`src/qli_pkg.sv`:
```
// ----------------------------------------------------------------------------
// qli_pkg - shared types and codes of the quadratic Lagrange interpolator
// Holds the transaction structs of both channels and the status codes.
// ----------------------------------------------------------------------------
`timescale 1ns / 1ps
`default_nettype none

package qli_pkg;

  typedef struct packed {
    logic        [47:0] query_time;
    logic        [47:0] time_a;
    logic signed [31:0] value_a;
    logic        [47:0] time_b;
    logic signed [31:0] value_b;
    logic        [47:0] time_c;
    logic signed [31:0] value_c;
  } qli_query_t;

  typedef struct packed {
    logic signed [31:0] result_value;
    logic        [2:0]  status;
  } qli_result_t;

  localparam logic [2:0] STATUS_OK    = 3'd0;
  localparam logic [2:0] STATUS_EQUAL = 3'd1;
  localparam logic [2:0] STATUS_RANGE = 3'd2;
  localparam logic [2:0] STATUS_ORDER = 3'd3;
  localparam logic [2:0] STATUS_SPAN  = 3'd4;

  // quotient bits kept by the divider; larger quotients saturate
  localparam int Q_BITS = 33;

endpackage

`default_nettype wire

```
`src/qli_front.sv`:
```
// ----------------------------------------------------------------------------
// qli_front - timestamp checks and operand preparation
// Classifies a query and forms the offsets, magnitudes and term signs.
// ----------------------------------------------------------------------------
`timescale 1ns / 1ps
`default_nettype none

module qli_front
  import qli_pkg::*;
#(
  parameter int SPAN_BITS = 24,
  parameter int CMD_W     = 3 + 96 + 3 + 6 * SPAN_BITS
) (
  input  qli_query_t       query,
  output logic [CMD_W-1:0] cmd
);

  logic [47:0] t_lo, t_hi, span, dq, d1;
  logic [2:0]  status;
  logic [SPAN_BITS-1:0] x, h1, h2, d, dx1, dx2;
  logic        below1, n0, n1, n2;
  logic [31:0] a0, a1, a2;

  always_comb begin
    t_lo = query.time_a;
    if (query.time_b < t_lo) t_lo = query.time_b;
    if (query.time_c < t_lo) t_lo = query.time_c;
    t_hi = query.time_a;
    if (query.time_b > t_hi) t_hi = query.time_b;
    if (query.time_c > t_hi) t_hi = query.time_c;
    span = query.time_c - query.time_a;
    if (query.time_a == query.time_b || query.time_a == query.time_c ||
        query.time_b == query.time_c) begin
      status = STATUS_EQUAL;
    end else if (query.query_time < t_lo || query.query_time > t_hi) begin
      status = STATUS_RANGE;
    end else if (!(query.time_a < query.time_b && query.time_b < query.time_c)) begin
      status = STATUS_ORDER;
    end else if (span[47:SPAN_BITS] != '0) begin
      status = STATUS_SPAN;
    end else begin
      status = STATUS_OK;
    end
  end

  assign dq     = query.query_time - query.time_a;
  assign d1     = query.time_b - query.time_a;
  assign x      = dq[SPAN_BITS-1:0];
  assign h1     = d1[SPAN_BITS-1:0];
  assign h2     = span[SPAN_BITS-1:0];
  assign d      = h2 - h1;
  assign below1 = x < h1;
  assign dx1    = below1 ? h1 - x : x - h1;
  assign dx2    = h2 - x;

  assign n0 = query.value_a[31];
  assign n1 = query.value_b[31];
  assign n2 = query.value_c[31];
  assign a0 = n0 ? 32'(-query.value_a) : 32'(query.value_a);
  assign a1 = n1 ? 32'(-query.value_b) : 32'(query.value_b);
  assign a2 = n2 ? 32'(-query.value_c) : 32'(query.value_c);

  assign cmd = {status, a0, a1, a2,
                n0 ^ below1 ^ (dx2 != '0), n1, n2 ^ below1,
                x, dx1, dx2, h1, h2, d};

endmodule

`default_nettype wire

```
`config.mk`:
```
export PLATFORM = sky130hd
export DESIGN_NAME = qli_front
export DESIGN_NICKNAME = d
export VERILOG_FILES = /design/src/qli_pkg.sv /design/src/qli_front.sv
export SDC_FILE = /design/constraint.sdc
export NUM_CORES = 1
export LEC_CHECK = 0
export BUFFER_PORTS_ARGS = -buffer_cell sky130_fd_sc_hd__buf_2
export CAP_MARGIN = 20
export CORE_MARGIN = 4
export CORE_UTILIZATION = 50
export DETAILED_ROUTE_END_ITERATION = 10
export PLACE_DENSITY = 0.76
export SLEW_MARGIN = 30
export SYNTH_ARGS = -nofsm -noshare
export SYNTH_HDL_FRONTEND = slang
export SYNTH_SLANG_ARGS = --single-unit
export TNS_END_PERCENT = 20
```
`constraint.sdc`:
```
create_clock -name vclk -period 14.4
set_clock_uncertainty 0.1 [all_clocks]
set_input_delay 2.16 -clock vclk [all_inputs]
set_output_delay 2.16 -clock vclk [all_outputs]
set_load 0.01 [all_outputs]
```
# Word level (Yosys, flattened, before mapping)
# Index checks and enable logic that the tools add are counted.
# totals
reg_bits,0
out_inout_bits,246
elab_cells,43
# op_classes
n_bitwise,3
eq_ne,3
add_sub_neg,10
muxes,12
reduce_logical,6
order_cmp,9
# op_table
op,count
< comparator 48 bit,5
two-way mux 48 bit,4
equality test 48 bit,3
greater-than comparator 48 bit,3
subtractor 24 bit,6
two-way mux 32 bit,3
negator 32 bit,3
nonzero test 24 bit,2
subtractor 48 bit,1
< comparator 24 bit,1
two-way mux 24 bit,1
two-way mux 3 bit,4
logical OR 1 bit,3
bitwise XOR 1 bit,3
logical AND 1 bit,1

# Longest topological paths before layout
# Gate-level depths: netlist (run 1).
# depth
word_depth,8
mapped_depth,40
depth_no_buf,36

# Worst setup path after synthesis (run 1)
# Ideal clock, no wire load.
# synth_path
kind,input-to-output
from,input query[133] in the netlist's numbering
to,output cmd[245]
stages,39
path_buffers,4
arrival_ps,9508
required_ps,12140
setup_slack_ps,2632
path_cell_list,inv_1 ha_1 a21oi_1 o21ai_0 a221oi_1 a31oi_1 a2111oi_1 nand2_1 clkbuf_1 buf_1 a21oi_1 ha_1 a21oi_1 nor2b_1 o21ai_0 nand2b_1 a21oi_1 nor2b_1 [3 not listed] o311ai_0 o22ai_1 clkbuf_1 buf_1 mux2_2 ha_1 a21o_1 a21o_1 a221o_1 a21o_1 a21o_1 a21oi_1 o221ai_1 o21ai_0 a21oi_1 or3_1 a21oi_1 o211a_1
# synth_via
elab_chain_cells,8
word_cells_on_any_way,21
# synth_lines
element,line_no,source
from (decl),qli_front.sv:14,"input qli_query_t query,"
< comparator 48 bit / greater-than comparator 48 bit (equally long branches),"qli_front.sv:26, qli_front.sv:29",
two-way mux 48 bit (on tied branches),"qli_front.sv:26, qli_front.sv:29",
< comparator 48 bit / greater-than comparator 48 bit (equally long branches),"qli_front.sv:27, qli_front.sv:30",
two-way mux 48 bit (on tied branches),"qli_front.sv:27, qli_front.sv:30",
< comparator 48 bit / greater-than comparator 48 bit (equally long branches),qli_front.sv:35,end else if (query.query_time < t_lo || query.query_time > t_hi) begin
logical OR 1 bit,qli_front.sv:35,
two-way mux 3 bit,qli_front.sv:35,
two-way mux 3 bit *,qli_front.sv:32,if (query.time_a == query.time_b || query.time_a == query.time_c ||
to (decl),qli_front.sv:15,output logic [CMD_W-1:0] cmd
# Every way passes the cells marked *; elsewhere a longest branch is shown, timed or not.

# Worst setup path in the final report (run 1)
# Same ends and word-level chain as after synthesis.

==> qor.yml, run 1 <==
cts:
  cts_setup_buffers: 0
  ctsResizeCount: 0
  postCtsHoldBufs: 0
critical_path:
  critical_path_required_ns: 12.14
  endpoint_kind: "primary output"
  startpoint_type: "input pin"
  crit_fanout: 97
  crit_type: "input pin to primary output"
  cpMaxStageDelayCell: "a2111oi_2"
  cp.arrival_ns: 11.01
  slowest_delay_ns: 0.70
grt:
  gr-total-overflow: 0
  grt.busiest_layer: "met2"
  grt_start_max_net_pins: 98
  grt_util_met3: 0.0337
  grt_util_met1: 0.454
  grt_pass1_vias: 22800
  antenna_found_initial: 12
  grt_pass1_wl_mm: 126
  grt_use_met2: 0.613
  grt.total_usage: 0.354
synth:
  yosys-top-cells-count: "ha_1, a21oi_1, inv_1, nor2_1, a21o_1"
  ys_seq_area_frac: 0
  synth_most_common_cell: "ha_1"
  synth_warnings: 0
  synth_top_cell_by_area: "ha_1"
  synth.avg_cell_area_um2: 6.99
  synth_cells: 2848
  ys_types: 76
  yosys-top-cells-area: "ha_1, a21oi_1, xnor2_1, a21o_1, inv_1"
  synth_nets: 3618
  syn_area_mm2: 0.0199
  netlist.area_leader.share: 0.299
die:
  fp.dieW_um: 208
  die_h_um: 208
  initial_core_util: 0.510
  die_area_mm2: 0.0431
  rows: 72
  io_pins: 534
  coreArea_mm2: 0.0390
flow_run:
  cap_violations: 0
drt:
  initialDrtViolationCount: 2191
  vias: 24000
  drt.antenna.violating_nets: 0
  wl_mm: 82.9
  wire_per_inst_um: 21.5
  vias_per_cell: 6.23
  drc: 0
  drtPass1Iterations: 5
timing:
  period_share: 0.921
  worst_slew_pin_slew_ns: 0.860
  fmax_mhz: 75.4
  rsz0062_at_grt: "no"
  relSlewSlack: 0.421
  drv_slew: 0
  finalHoldViolations: 0
  final.setup.tns_ns: 0
  setup_viol: 0
  period_minus_slack_ns: 13.27
  setup_slack_ns: 1.13
layout:
  drive_above_1_share: 0.193
  nClkBuffers: 0
  finalInstanceArea_mm2: 0.0232
  numSequentialCells: 0
  fillers: 3760
  ff_latch_area_um2: 0
  syn_to_final_growth_pct: 16.3
  nets: 4092
place:
  pre_cts_slack_ns: 1.07
  place.gp.congestion: 1.06
  place_area_mm2: 0.0231
  place_hpwl_mm: 72.8
  io_buffer_count: 534
outcome:
  status: "finished, final reports clean"
hold_path:
  min_path_type: "input pin to primary output"
power:
  power_density_mw_per_mm2: 102
  worst_ir_drop_vdd_mv: 0.0547
  p_leak_nw: 12.2
## placed cells by master, fill, tap and decap left out, drive strengths merged, types with 8 or more instances in the layout
cell type  instances
a21o             180
o21a              40
or2               18
diode             11
nand4             76
nand3             46
mux2i              9
ha               475
nor3              53
a211o             12
mux2              51
nor2             262
or4               26
a31oi             21
a211oi            26
o21bai            18
o211ai            12
nor2b             38
nor4              22
nand2            148
and2              12
a21oi            361
a2111oi            9
o31ai             37
o31a               8
and3              15
inv              262
xnor2            177
buf              549
nand2b            42
o21ai            149
xor2              47
or3               25
o41ai             10
## path summary, 6_finish.rpt
kind / from / end / slack [ns] / cells after the start
worst min-delay path: query[160] / cmd[211] / 4.48 / 2
worst max-delay path: query[133] / cmd[245] / 1.13 / 37
## critical path: cells and delay by family
family,cells,cell delay [ns]
AND/OR/NAND/NOR,3,0.63
AO/OA/AOI/OAI,25,5.91
buffers and inverters,5,0.93
multiplexers,1,0.37
adder cells (fa/ha/maj),3,0.92
## logic make-up (layout without fill, tap and decap cells)
group           after synthesis  count (layout)  synth area share
simple gates                798             798             0.196
buf+inv                     339             811            0.0648
xor+xnor                    224             224            0.0990
fa+ha+maj                   482             482             0.306
compound gates              945             945             0.301
mux                          60              60            0.0336
other cells                   0              11                 0
## routing by layer
metal | share of wire | up-vias | routed length, µm
met5 | 0.00024 | - | 20
met3 | 0.080 | 178 | 6610
li1 | - | 11400 | -
met4 | 0.045 | 2 | 3700
met1 | 0.41 | 11200 | 33900
met2 | 0.47 | 1224 | 38600
## power breakdown
group	total, mW	internal [mW]	switching [mW]
clock network	0.000000103	0.000000103	0
logic	2.35	0.941	1.41
registers	0	0	0
## per-stage QoR
step	hold slack (ns)	power, mW	utilization	instances
2_1_floorplan	4.27	1.51	-	2848
3_3_place_gp	4.46	2.25	0.593	3838
3_5_place_dp	4.47	2.30	0.593	3838
4_1_cts	4.47	2.31	0.593	3838
5_1_grt	4.48	2.55	0.593	3847
6_report	4.48	2.35	0.594	3849
## layout make-up
class	count	area, µm²	area share
antenna	11	27.5	0.00119
inverter	262	983	0.0425
multi-input combinational	2509	18700	0.806
tap	518	648	0.0280
timing repair buffer	549	2840	0.122
Note: power is estimated with default switching activity, not from simulation.
==> run 2: changes to the inputs <==
--- a/config.mk
+++ b/config.mk
@@ -5,12 +5,13 @@
 export SDC_FILE = /design/constraint.sdc
 export NUM_CORES = 1
 export LEC_CHECK = 0
+export ABC_AREA = 1
 export BUFFER_PORTS_ARGS = -buffer_cell sky130_fd_sc_hd__buf_2
 export CAP_MARGIN = 20
-export CORE_MARGIN = 4
-export CORE_UTILIZATION = 50
+export CORE_AREA = 4 4 207 209
 export DETAILED_ROUTE_END_ITERATION = 10
-export PLACE_DENSITY = 0.76
+export DIE_AREA = 0 0 211 213
+export PLACE_DENSITY = 0.72
 export SLEW_MARGIN = 30
 export SYNTH_ARGS = -nofsm -noshare
 export SYNTH_HDL_FRONTEND = slang
==> qor.yml, run 2 <==
outcome:
  status: "finished, final reports clean"  # unchanged
timing:
  final.setup.tns_ns: 0  # unchanged
  drv_slew: 0  # unchanged
  setup_viol: 0  # unchanged
  finalHoldViolations: 0  # unchanged
  period_minus_slack_ns: 11.91  # was 13.27 ns
  period_share: 0.827  # was 0.921
  relSlewSlack: 0.385  # was 0.421
  fmax_mhz: 84.0  # was 75.4 MHz
  worst_slew_pin_slew_ns: 0.914  # was 0.860 ns
  timing.hold.ws_ns: 4.44  # was 4.48 ns
  rsz0062_at_grt: "no"  # unchanged
critical_path:
  cpMaxStageDelayCell: "nor3_1"  # was a2111oi_2
  path_common_cell: "nand2_1"
  cp.arrival_ns: 9.65  # was 11.01 ns
  slowest_delay_ns: 0.62  # was 0.70 ns
  critical_path_required_ns: 12.14  # about the same
  crit_fanout: 66  # was 97
  endpoint_kind: "primary output"  # unchanged
  crit_type: "input pin to primary output"  # unchanged
  startpoint_type: "input pin"  # unchanged
drt:
  drc: 0  # unchanged
  wl_mm: 74.2  # was 82.9 mm
  wire_per_inst_um: 18.0  # was 21.5 µm
  vias_per_cell: 5.54  # was 6.23
  drt.antenna.violating_nets: 0  # unchanged
  vias: 22800  # was 24000
  initialDrtViolationCount: 1823  # was 2191
  drtPass1Iterations: 7  # was 5
die:
  die_h_um: 213  # was 208 µm
  fp.dieW_um: 211  # was 208 µm
  io_pins: 534  # unchanged
  coreArea_mm2: 0.0408  # was 0.0390 mm²
  die_area_mm2: 0.0449  # was 0.0431 mm²
  initial_core_util: 0.468  # was 0.510
  rows: 74  # was 72
layout:
  drive_above_1_share: 0.169  # was 0.193
  mostFrequentLayoutCells: "nand2_1, buf_2, ha_1, inv_1, a21oi_1"  # was buf_2, ha_1, a21oi_1, inv_1, nor2_1
  final_common_cell: "nand2_1"  # was buf_2
  numSequentialCells: 0  # unchanged
  nClkBuffers: 0  # unchanged
  nets: 4336  # was 4092
  syn_to_final_growth_pct: 16.8  # was 16.3%
  ff_latch_area_um2: 0  # unchanged
synth:
  ys_types: 65  # was 76
  synth_most_common_cell: "nand2_1"  # was ha_1
  synth.avg_cell_area_um2: 6.20  # was 6.99 µm²
  yosys-top-cells-area: "ha_1, nand2_1, a21oi_1, inv_1, o21ai_0"  # was ha_1, a21oi_1, xnor2_1, a21o_1, inv_1
  synth_warnings: 0  # unchanged
  yosys-top-cells-count: "nand2_1, ha_1, inv_1, a21oi_1, o21ai_0"  # was ha_1, a21oi_1, inv_1, nor2_1, a21o_1
  netlist.area_leader.share: 0.311  # was 0.299
  ys_seq_area_frac: 0  # unchanged
  synth_nets: 3851  # was 3618
  syn_area_mm2: 0.0191  # was 0.0199 mm²
  synth_top_cell_by_area: "ha_1"  # unchanged
  synth_cells: 3081  # was 2848
power:
  p_leak_nw: 12.2  # about the same
  power_density_mw_per_mm2: 95.4  # was 102 mW/mm²
  finalPower_mw: 2.13  # was 2.35 mW
  worst_ir_drop_vdd_mv: 0.0618  # was 0.0547 mV
grt:
  gr-total-overflow: 0  # unchanged
  grt_use_met2: 0.513  # was 0.613
  grt_util_met3: 0.0317  # was 0.0337
  grt.busiest_layer: "met2"  # unchanged
  antenna_found_initial: 18  # was 12
  grt_pass1_vias: 21000  # was 22800
  grt.total_usage: 0.306  # was 0.354
  grt_pass1_wl_mm: 112  # was 126 mm
  grt_start_max_net_pins: 67  # was 98
  grt_util_met1: 0.409  # was 0.454
place:
  place.gp.congestion: 0.994  # was 1.06
  io_buffer_count: 534  # unchanged
  place_hpwl_mm: 66.2  # was 72.8 mm
cts:
  postCtsHoldBufs: 0  # unchanged
  cts_setup_buffers: 0  # unchanged
  ctsResizeCount: 0  # unchanged
hold_path:
  hold_depth: 2  # unchanged
  min_path_type: "input pin to primary output"  # unchanged
flow_run:
  cap_violations: 0  # unchanged
## run 2: changes by cell type in the layout (fill, tap and decap cells not counted), sizes merged, moves of 68 or more
cell	change
a21o	-167
inv	+161
nand2	+488
nor2	-68
o21ai	+191
xnor2	-99
xor2	+109
## run 2: area by class of cell
| class | count | area (µm²) |
|---|---|---|
| fill | 4343 | 18500 |
| multi-input combinational | 2598 | 17300 |
| timing repair buffer | 542 | 2730 |
| inverter | 424 | 1590 |
| tap | 532 | 666 |
| antenna | 18 | 45.0 |
## run 2: worst max-delay path: cells and delay by family
family,cells,cell delay (ns)
and+or+nand+nor,22,3.87
buffers and inverters,7,1.17
AOI/OAI and AO/OA,7,1.35
adders and majority gates,3,1.03
## run 2: where the power goes
group	internal (mW)	leakage [nW]	switching, mW	total, mW
sequential	0	0	0	0
combinational	0.781	12.2	1.35	2.13
clock	0.000000168	0.000114	0	0.000000168
## run 2: path summary, 6_finish.rpt
path | slack, ns | to | start
worst min-delay path | 4.44 | cmd[211] | query[160]
worst max-delay path | 2.49 | cmd[244] | query[132]
## run 2: layer usage
metal / part of all wire / up-vias / wire length, µm
met1: 0.44 / 10300 / 32500
met2: 0.45 / 853 / 33400
li1: - / 11500 / -
met3: 0.070 / 144 / 5180
met5: 0.00050 / - / 37
met4: 0.040 / 6 / 2990
## run 2: through the flow
stage / instances / worst slack (ns) / utilization / area (µm²)
final: 4114 / 2.49 / 0.546 / 22300
after global routing: 4111 / 1.67 / 0.546 / 22300
after CTS: 4096 / 2.16 / 0.545 / 22300
after detailed placement: 4096 / 2.20 / 0.545 / 22300
after global placement: 4096 / 2.25 / 0.545 / 22200
after floorplan: 3081 / 5.11 / - / 19100
## run 2: kinds of logic (layout without fill, tap and decap cells)
| family | Yosys count | count (layout) | synth area share |
|---|---|---|---|
| adders and majority gates | 482 | 482 | 0.319 |
| other | 0 | 18 | 0 |
| and+or+nand+nor | 1068 | 1068 | 0.236 |
| buffers and inverters | 483 | 966 | 0.0963 |
| AOI/OAI and AO/OA | 807 | 807 | 0.237 |
| muxes | 7 | 7 | 0.00367 |
| xor gates and xnor gates | 234 | 234 | 0.108 |
