**src/qli_queue.sv**
```systemverilog
// ----------------------------------------------------------------------------
// qli_queue - small register FIFO between front and back
// Decouples query acceptance from the arithmetic pipeline.
// ----------------------------------------------------------------------------
`timescale 1ns / 1ps
`default_nettype none

module qli_queue #(
  parameter int W     = 8,
  parameter int DEPTH = 4
) (
  input  logic         clk,
  input  logic         rst,
  input  logic         push,
  input  logic [W-1:0] push_data,
  input  logic         pop,
  output logic [W-1:0] head,
  output logic         empty,
  output logic         full
);

  localparam int AW = (DEPTH > 1) ? $clog2(DEPTH) : 1;

  logic [W-1:0]  slots [DEPTH];
  logic [AW-1:0] wr_ptr, rd_ptr;
  logic [AW:0]   count;

  assign empty = (count == '0);
  assign full  = (count == (AW+1)'(DEPTH));
  assign head  = slots[rd_ptr];

  always_ff @(posedge clk) begin
    if (push && !full) begin
      slots[wr_ptr] <= push_data;
    end
  end

  always_ff @(posedge clk) begin
    if (rst) begin
      wr_ptr <= '0;
      rd_ptr <= '0;
      count  <= '0;
    end else begin
      if (push && !full) begin
        wr_ptr <= (wr_ptr == AW'(DEPTH - 1)) ? '0 : wr_ptr + 1'b1;
      end
      if (pop && !empty) begin
        rd_ptr <= (rd_ptr == AW'(DEPTH - 1)) ? '0 : rd_ptr + 1'b1;
      end
      count <= count + (AW+1)'(push && !full) - (AW+1)'(pop && !empty);
    end
  end

endmodule

`default_nettype wire

```
**config.mk**
```make
export PLATFORM = sky130hd
export DESIGN_NAME = qli_queue
export DESIGN_NICKNAME = d
export VERILOG_FILES = /design/src/qli_queue.sv
export SDC_FILE = /design/constraint.sdc
export NUM_CORES = 1
export LEC_CHECK = 0
export ABC_AREA = 0
export BUFFER_PORTS_ARGS = -buffer_cell sky130_fd_sc_hd__buf_2
export CAP_MARGIN = 25
export CORE_MARGIN = 2
export CORE_UTILIZATION = 55
export CTS_CLUSTER_DIAMETER = 120
export DETAILED_ROUTE_END_ITERATION = 10
export GPL_TIMING_DRIVEN = 0
export PLACE_DENSITY = 0.76
export SETUP_SLACK_MARGIN = 0.15
export SLEW_MARGIN = 0
export SYNTH_ARGS = -nofsm -noshare
export SYNTH_HDL_FRONTEND = slang
export SYNTH_SLANG_ARGS = --single-unit
```
**constraint.sdc**
```tcl
create_clock -name clk -period 2.45 [get_ports clk]
set_input_delay 0.3675 -clock clk [delete_from_list [all_inputs] [get_ports clk]]
set_output_delay 0.3675 -clock clk [all_outputs]
set_load 0.01 [all_outputs]
```
# [Word-level counts from Yosys, hierarchy flattened]
# Memory sizes are Yosys's and may differ from the RTL's. A register that Yosys moved wholly into a read port is not among the register bits.
# Index checks and enable logic that the tools add are counted.
[word_totals] mem_bits_rw=32 mem_count=1 reg_bits=7 output_inout_bits=10 inputBits=12
[memory_table] name="slots" depth=4 width=8 rd=1 rd_ports_with_merged_regs=1 wr=1 line_no="24" rtl="logic [W-1:0] slots [DEPTH];"
[op_classes] n_mux=6 n_addsub=4 reduce_logical=5 n_eq_ne=3
[op_table] operator="2-bit two-way mux" count=4
[op_table] operator="2-bit by 1-bit adder with 2-bit output (second input constant)" count=2
[op_table] operator="2-bit equality test (second input constant)" count=2
[op_table] operator="3-bit by 1-bit adder with 3-bit output" count=1
[op_table] operator="3-bit equality test (second input constant)" count=1
[op_table] operator="3-bit zero test" count=1
[op_table] operator="3-bit by 1-bit subtractor with 3-bit output" count=1
[op_table] operator="1-bit logical AND" count=2
[op_table] operator="1-bit zero test" count=2
[op_table] operator="1-bit two-way mux" count=2

# [Logic depth before layout (Yosys ltp)]
# Gate-level depths: netlist (run 1).
[depth] ltp_word=5 ltp_mapped=11 mapped_depth_nobuf=10

# [Least setup slack after synthesis (run 1)]
# Ideal clock, no wire load.
[synth_timing] path_type="reg-to-reg" from="reg count[2]" to="reg count[2]" t_arrival_ns=2.071 synth_period_minus_slack_ns=2.186 setup_slack_ns=0.264 stages_incl_launch_ff=12 t_required_ns=2.335 cell_sequence="dfxtp_1 or3b_1 buf_6 and2_4 inv_1 ha_1 inv_1 ha_1 fa_1 xnor2_1 xnor2_1 nor2_1"
[synth_between] elab_chain_len=5
[synth_rtl] item="from (decl)" line_no="26" rtl="logic [AW:0] count;"
[synth_rtl] item="from (signal assigned)" line_no="50" rtl="count <= count + (AW+1)'(push && !full) - (AW+1)'(pop && !empty);"
[synth_rtl] item="3-bit equality test" line_no="29" rtl="assign full = (count == (AW+1)'(DEPTH));"
[synth_rtl] item="1-bit zero test" line_no="50"
[synth_rtl] item="1-bit logical AND" line_no="50"
[synth_rtl] item="3-bit by 1-bit adder with 3-bit output" line_no="50"
[synth_rtl] item="3-bit by 1-bit subtractor with 3-bit output (*)" line_no="50"
# Mark *: on every way between the ends. The rest lies on a longest branch, timed or not.
# A chain may end at the register's enable or synchronous reset.

# [Worst setup path in the final report (run 1)]
[layout_timing] from="reg count[1]" to="reg count[2]"
# The elaborated chain is that of the path after synthesis.

==> impl_metrics.yaml, run 1 <==
worst_setup_path:
  path_class: "reg -> reg"
  critPathTopFamily: "adder cells"
  crit_slowest_cell: "dfxtp_4"
  endpoint_kind: "flip-flop"
  r2r-start: "count[1]"
  crit_required_ps: 2700
  crit_path_start: "count[1]"
  cp_max_fo: 5
  crit_chain: "or3b_1 -> buf_6 -> and2_4 -> inv_2 -> ha_1 -> inv_1 -> ha_2 -> fa_2 -> xnor2_2 -> xnor2_1 -> nor2_1"
  cp_num_buf_inv: 3
  slowest_delay_ps: 380
  cp-start-kind: "flip-flop"
  crit_arrival_ps: 2480
detailed_routing:
  route.detailed.drc: 0
  dr.pass1.iters: 4
  antenna_left: 0
  drtIter0Drc: 23
  wl_per_cell_um: 15.8
  via_per_inst: 5.45
  vias: 839
  routed_wl_um: 2430
clocking:
  clock-sinks: 41
  holdBufCountCts: 0
  htree_levels: 2
  cts.reportedPaths.clkPinSlew_ps: 110
  cts_tree: "done"
  clockBufferDepth: 2
  cts_root_buf: "clkbuf_4"
  insertion_delay_ps: 350
  cts_made_buffers: 5
synth:
  synth_common_cells: "32 x edfxtp_1, 9 x dfxtp_1, 8 x inv_1, 8 x mux4_2, 7 x ha_1"
  syn-num-nets: 112
  synth_area_leader_cell: "edfxtp_1"
  synth_top_flop_cell: "edfxtp_1"
  synth_top_cell_area_share_pct: 58.7
  async_reset_ff_share_pct: 0
  syn_area_mm2: 0.00164
  avgSynthCellArea_um2: 17.8
  synthTopCellsByArea: "edfxtp_1 59%, dfxtp_1 11%, mux4_2 11%"
  post_synth_num_cell_types: 25
  seq_area_frac_synth_pct: 69.7
  synthMostInstantiatedCell: "edfxtp_1"
  ys_seq_elements: 41
  synth_edf_count: 32
  ys_warn_count: 0
  synth_cells: 92
grt:
  overflow: 0
  grt_pass1_wl_um: 3860
  grt_pass1_vias: 815
  globalRouteTotalUtil_pct: 16.8
  grt_max_degree: 14
  grt_antenna_before_repair: 0
final_layout:
  drive_above_1_share_pct: 42.3
  syn_to_final_growth_pct: 17.3
  nets: 142
  nFillCells: 175
  num_antenna_cells: 0
sta:
  tightest_slew_ps: 476
  tns_ps: 0
  relSlewSlack_pct: 68.2
  hold_violations: 0
  fin_crit_ps: 2220
  max_clock_freq_ghz: 0.450
  fin_crit_sh_pct: 90.7
  slew_violations: 0
  fin_worst_skew_ps: 3.99
  grt_setup_unrepaired: "no"
  setup_violations: 0
placed_design:
  place.gp.congestion: 0.651
  port_buffers: 21
  dp_hpwl_um: 1680
die:
  die_y_um: 58.6
  die_w_um: 58.6
  coreArea_mm2: 0.00278
  fp.dieArea_mm2: 0.00343
  rows: 19
  ios: 22
  initial_core_util_pct: 58.9
hold_path:
  hold_class: "in -> reg"
  hp-start: "push_data[0]"
run:
  cap_violations: 0
pwr:
  finalPower_w: 0.00189
  p_leak_nw: 0.741
  p_per_area_mw_per_mm2: 982
  vdd_drop_max_mv: 0.765
run_status:
  status: "completed"
==> per-stage QoR <==
step	cell area (µm²)	setup WS, ps	util, %	hold WS [ps]	instances
6_report	1920	228	69.1	228	154
4_1_cts	1890	154	68.0	215	152
2_1_floorplan	1640	264	-	437	92
5_1_grt	1920	163	69.1	201	154
3_5_place_dp	1780	145	64.1	493	144
3_3_place_gp	1780	179	64.1	479	144
==> registers in the layout, summed over array words and instances, names as in the netlist, named ones only <==
signal	cells
slots	32
count	3
rd_ptr	2
wr_ptr	2
==> area by class of cell <==
cell class | instances | area [µm²] | share of cell area (%)
flip-flops and latches | 41 | 1150 | 59.9
multi-input cells | 40 | 464 | 24.2
repair buffers | 23 | 120 | 6.25
clock buffers | 6 | 62.6 | 3.26
well taps | 31 | 38.8 | 2.02
clock inverters | 2 | 35.0 | 1.82
inverters | 8 | 30.0 | 1.56
plain buffers | 3 | 20.0 | 1.04
==> repair_timing <==
action,CTS,global route
endpoints found under the setup margin,1,1
gates cloned,0,0
resized for setup,5,5
pin swaps,1,5
buffers inserted,0,2
==> routing by layer <==
| layer | global-route usage [%] | share of wire (%) | vias to the layer above |
|---|---|---|---|
| li1 | - | - | 408 |
| met1 | 19.1 | 40 | 406 |
| met2 | 27.0 | 52 | 18 |
| met4 | 8.77 | 2.4 | 0 |
| met5 | 0 | 0 | - |
| met3 | 7.47 | 5.4 | 7 |
==> worst paths after layout <==
path,slack [ps],endpoint,cells past startpoint
worst max-delay path,230,count[2],11
worst min-delay path,230,slots[3][0],1
worst max register to register,230,count[2],11
worst min register to register,520,flip-flop,2
==> layout by cell type, fill, tap and decap left out, drive strengths merged, types with 4 or more instances in the layout <==
cell type	synthesis	final
clkbuf	0	6
and3	4	4
mux4	8	8
ha	7	7
inv	8	8
buf	3	26
dfxtp	9	9
edfxtp	32	32
==> where the power goes <==
part           internal [W]  total (W)  switching [W]
Sequential         0.000854   0.000896      0.0000421
Combinational      0.000262   0.000503       0.000241
Clock              0.000275   0.000488       0.000213
==> kinds of logic after synthesis <==
logic type | Yosys count | share of synthesized area [%]
DFF | 41 | 69.7
and+or+nand+nor | 16 | 5.73
buffers and inverters | 11 | 3.06
muxes | 9 | 11.6
adders and majority gates | 8 | 6.57
AOI/OAI and AO/OA | 5 | 2.29
xor gates and xnor gates | 2 | 1.07
Note: power is estimated with default switching activity, not from simulation.
==> run 2: changes to the inputs <==
--- a/config.mk
+++ b/config.mk
@@ -9,11 +9,12 @@
 export BUFFER_PORTS_ARGS = -buffer_cell sky130_fd_sc_hd__buf_2
 export CAP_MARGIN = 25
 export CORE_MARGIN = 2
-export CORE_UTILIZATION = 55
+export CORE_UTILIZATION = 49
 export CTS_CLUSTER_DIAMETER = 120
 export DETAILED_ROUTE_END_ITERATION = 10
 export GPL_TIMING_DRIVEN = 0
-export PLACE_DENSITY = 0.76
+export MAX_ROUTING_LAYER = met4
+export PLACE_DENSITY = 0.69
 export SETUP_SLACK_MARGIN = 0.15
 export SLEW_MARGIN = 0
 export SYNTH_ARGS = -nofsm -noshare
==> impl_metrics.yaml, run 2 (synthesis gave the netlist of run 1 again) <==
clocking:
  cts_root_buf: "clkbuf_4"
  cts_made_buffers: 5
  cts_tree: "done"
  cts.reportedPaths.clkPinSlew_ps: 110
  clockBufferDepth: 2
  htree_levels: 2
  clock-sinks: 41
  insertion_delay_ps: 340
  holdBufCountCts: 0
die:
  rows: 20
  fp.dieArea_mm2: 0.00382
  coreArea_mm2: 0.00313
  die_w_um: 61.8
  ios: 22
  die_y_um: 61.8
  initial_core_util_pct: 52.4
worst_setup_path:
  crit_arrival_ps: 2470
  crit_required_ps: 2690
  endpoint_kind: "flip-flop"
  path_class: "reg -> reg"
  cp_max_fo: 4
  cp-start-kind: "flip-flop"
sta:
  hold_violations: 0
  fin_crit_ps: 2220
  tns_ps: 0
  hold_ws_ps: 236
  grt_setup_unrepaired: "yes"
  tightest_slew_ps: 496
  max_clock_freq_ghz: 0.450
  fin_crit_sh_pct: 90.8
  setup_violations: 0
  fin_worst_skew_ps: 8.60
  slew_violations: 0
  relSlewSlack_pct: 66.9
final_layout:
  largest_registers: "slots: 32 flops, count: 3 flops"
  drive_above_1_share_pct: 45.7
  largest_reg_flops: 32
  finalNonFillerCells: 173
  layout_commonest_cell: "edfxtp_1"
  num_antenna_cells: 0
  top_register: "slots"
  syn_to_final_growth_pct: 22.0
  layout_common_cells: "32 x edfxtp_1, 22 x buf_2, 8 x mux4_2, 8 x buf_4"
  nets: 148
pwr:
  p_per_area_mw_per_mm2: 947
  p_leak_nw: 0.761
  vdd_drop_max_mv: 0.519
detailed_routing:
  drtIter0Drc: 5
  via_per_inst: 4.99
  routed_wl_um: 2420
  wl_per_cell_um: 14.0
  antenna_left: 0
  route.detailed.drc: 0
  vias: 863
  dr.pass1.iters: 4
placed_design:
  dp_cells: 157
  port_buffers: 21
  place.gp.congestion: 0.758
  dp_hpwl_um: 1620
grt:
  globalRouteTotalUtil_pct: 15.6
  grt_pass1_vias: 817
  grt_pass1_wl_um: 3770
  grt_max_degree: 13
  grt_antenna_before_repair: 0
  overflow: 0
run_status:
  status: "completed"
hold_path:
  hold_class: "in -> reg"
run:
  cap_violations: 0
==> run 2: through the flow <==
step           setup WS, ps  utilization (%)  power (W)  cell area (µm²)
2_1_floorplan           264                -    0.00123             1640
3_3_place_gp            182             57.5    0.00136             1800
3_5_place_dp           87.3             57.5    0.00138             1800
4_1_cts                 151             60.8    0.00182             1900
5_1_grt                 116             63.9    0.00202             2000
6_report                226             63.9    0.00189             2000
==> run 2: metal layers <==
layer	part of all wire, %	vias up	global-route usage (%)	wire (µm)
met5	0	-	-	0
met4	1.8	0	6.38	44
met3	7.9	5	7.25	192
met2	52	29	26.5	1270
met1	38	410	15.5	921
li1	-	419	-	-
==> run 2: path summary, 6_finish.rpt <==
check	startpoint	endpoint	slack, ps	cells past startpoint
setup / recovery	count[0]	count[2]	230	11
hold / removal	push_data[0]	slots[2][0]	240	1
setup reg to reg	count[0]	count[2]	230	11
hold reg to reg	rd_ptr[0]	rd_ptr[0]	510	2
==> run 2: cell type report <==
| type | count | area (µm²) |
|---|---|---|
| timing repair buffer | 29 | 165 |
| fill | 239 | 1130 |
| tap | 44 | 55.1 |
| buffer | 3 | 20.0 |
| sequential | 41 | 1150 |
| clock inverter | 2 | 33.8 |
| multi-input combinational | 40 | 498 |
| clock buffer | 6 | 41.3 |
| inverter | 8 | 32.5 |
==> run 2: what timing repair did <==
item	CTS	global route
setup buffers	1	7
pin swaps	1	7
resized for setup	7	10
setup endpoints to repair	1	2
hold endpoints to repair	0	0
==> run 2: worst max-delay path, stage by stage, from the launching register on <==
cell and delay, ps:
dfxtp_4 380, or3b_4 390, buf_6 120, and2_4 160
inv_4 50, ha_4 120, inv_2 40, ha_4 150
fa_2 370, xnor2_2 140, xnor2_1 150, nor2_1 60
==> run 2: power by group <==
group	total, W	internal, W	switching, W
clock	0.000406	0.000212	0.000194
sequential	0.000897	0.000856	0.0000415
combinational	0.000588	0.000318	0.000270
total	0.00189	0.00139	0.000505
==> run 3: changes to the inputs <==
--- a/config.mk
+++ b/config.mk
@@ -10,6 +10,7 @@
 export CAP_MARGIN = 25
 export CORE_MARGIN = 2
 export CORE_UTILIZATION = 49
+export CTS_BUF_LIST = sky130_fd_sc_hd__clkbuf_8
 export CTS_CLUSTER_DIAMETER = 120
 export DETAILED_ROUTE_END_ITERATION = 10
 export GPL_TIMING_DRIVEN = 0
==> impl_metrics.yaml, run 3 (synthesis gave the netlist of run 1 again) <==
clocking:
  cts_made_buffers: 5
  htree_levels: 2
  cts_root_buf: "clkbuf_8"
  clock-sinks: 41
  cts_tree: "done"
  cts.reportedPaths.clkPinSlew_ps: 70
  insertion_delay_ps: 290
  clockBufferDepth: 2
  holdBufCountCts: 0
sta:
  hold_violations: 0
  fin_crit_sh_pct: 90.1
  setup_violations: 0
  hold_ws_ps: 290
  tns_ps: 0
  fin_worst_skew_ps: 5.52
  tightest_slew_ps: 493
  max_clock_freq_ghz: 0.453
  grt_setup_unrepaired: "yes"
  relSlewSlack_pct: 67.1
  fin_crit_ps: 2210
  slew_violations: 0
detailed_routing:
  drtIter0Drc: 18
  via_per_inst: 5.04
  antenna_left: 0
  route.detailed.drc: 0
  routed_wl_um: 2450
  wl_per_cell_um: 14.4
  vias: 857
  dr.pass1.iters: 4
worst_setup_path:
  path_class: "reg -> reg"
  crit_arrival_ps: 2390
  cp_max_fo: 4
  endpoint_kind: "flip-flop"
  cp-start-kind: "flip-flop"
  crit_required_ps: 2630
  ff2ff_path_depth: 11
final_layout:
  layout_commonest_cell: "edfxtp_1"
  drive_above_1_share_pct: 44.4
  largest_reg_flops: 32
  syn_to_final_growth_pct: 22.5
  nets: 145
  num_antenna_cells: 0
  top_register: "slots"
  layout_common_cells: "32 x edfxtp_1, 22 x buf_2, 8 x mux4_2, 7 x inv_1, 6 x dfxtp_1"
  finalInstanceArea_mm2: 0.00201
  largest_registers: "slots: 32 flops, count: 3 flops"
die:
  initial_core_util_pct: 52.4
  rows: 20
  fp.dieArea_mm2: 0.00382
  ios: 22
  coreArea_mm2: 0.00313
  die_y_um: 61.8
  die_w_um: 61.8
placed_design:
  port_buffers: 21
  dp_hpwl_um: 1620
  dpl-instance-area_mm2: 0.00180
  place.gp.congestion: 0.758
hold_path:
  hold_class: "in -> reg"
  min_path_cells: 1
grt:
  grt_antenna_before_repair: 0
  globalRouteTotalUtil_pct: 15.4
  grt_pass1_vias: 816
  overflow: 0
  grt_pass1_wl_um: 3730
  grt_max_degree: 13
pwr:
  p_leak_nw: 0.764
  vdd_drop_max_mv: 0.523
  p_per_area_mw_per_mm2: 982
run_status:
  status: "completed"
run:
  cap_violations: 0
[run 3: worst max-delay path, stage by stage (launching register included)]
cell	delay [ps]
dfxtp_4	360
or3b_4	390
buf_6	120
and2_4	160
inv_4	50
ha_4	120
inv_2	40
ha_4	150
fa_2	370
xnor2_2	140
xnor2_1	150
nor2_1	60
[run 3: stage by stage]
stage          util, %  cells  total power, W  setup WS [ps]
5_1_grt           64.2    170         0.00209            128
3_5_place_dp      57.5    157         0.00138           87.3
3_3_place_gp      57.5    157         0.00136            182
2_1_floorplan        -     92         0.00123            264
4_1_cts           61.5    165         0.00191            159
6_report          64.2    170         0.00197            243
[run 3: area by class of cell]
cell class	instances	area, µm²
flip-flops and latches	41	1150
fillers	238	1120
multi-input cells	40	498
repair buffers	26	143
clock buffers	5	68.8
well taps	44	55.1
clock inverters	3	37.5
inverters	8	32.5
plain buffers	3	20.0
[run 3: final timing paths]
check | end | slack [ps] | startpoint
worst min-delay path | slots[3][0] | 290 | push_data[0]
worst min register to register | rd_ptr[0] | 510 | rd_ptr[0]
worst max register to register | count[2] | 240 | count[0]
worst max-delay path | count[2] | 240 | count[0]
[run 3: per-layer routing]
metal  routed length [µm]  GRT usage, %  part of all wire (%)  vias to the layer above
met4                   45          7.29                   1.8                        0
met2                 1330          26.0                    54                       24
met1                  912          15.3                    37                      417
li1                     -             -                     -                      412
met5                    0             -                     0                        -
met3                  165          6.63                   6.7                        4
[run 3: where the power goes]
part / internal, W / leakage, nW / switching, W
sequential: 0.000857 / 0.369 / 0.0000466
clock: 0.000296 / 0.0570 / 0.000206
combinational: 0.000301 / 0.338 / 0.000263
total: 0.00145 / 0.764 / 0.000516
[run 3: repair_timing]
item,in CTS,in global routing
cloned,0,0
endpoints found under the hold margin,0,0
setup buffers,0,5
gates resized for setup,6,11
pin swaps,1,6
setup endpoints to repair,1,2
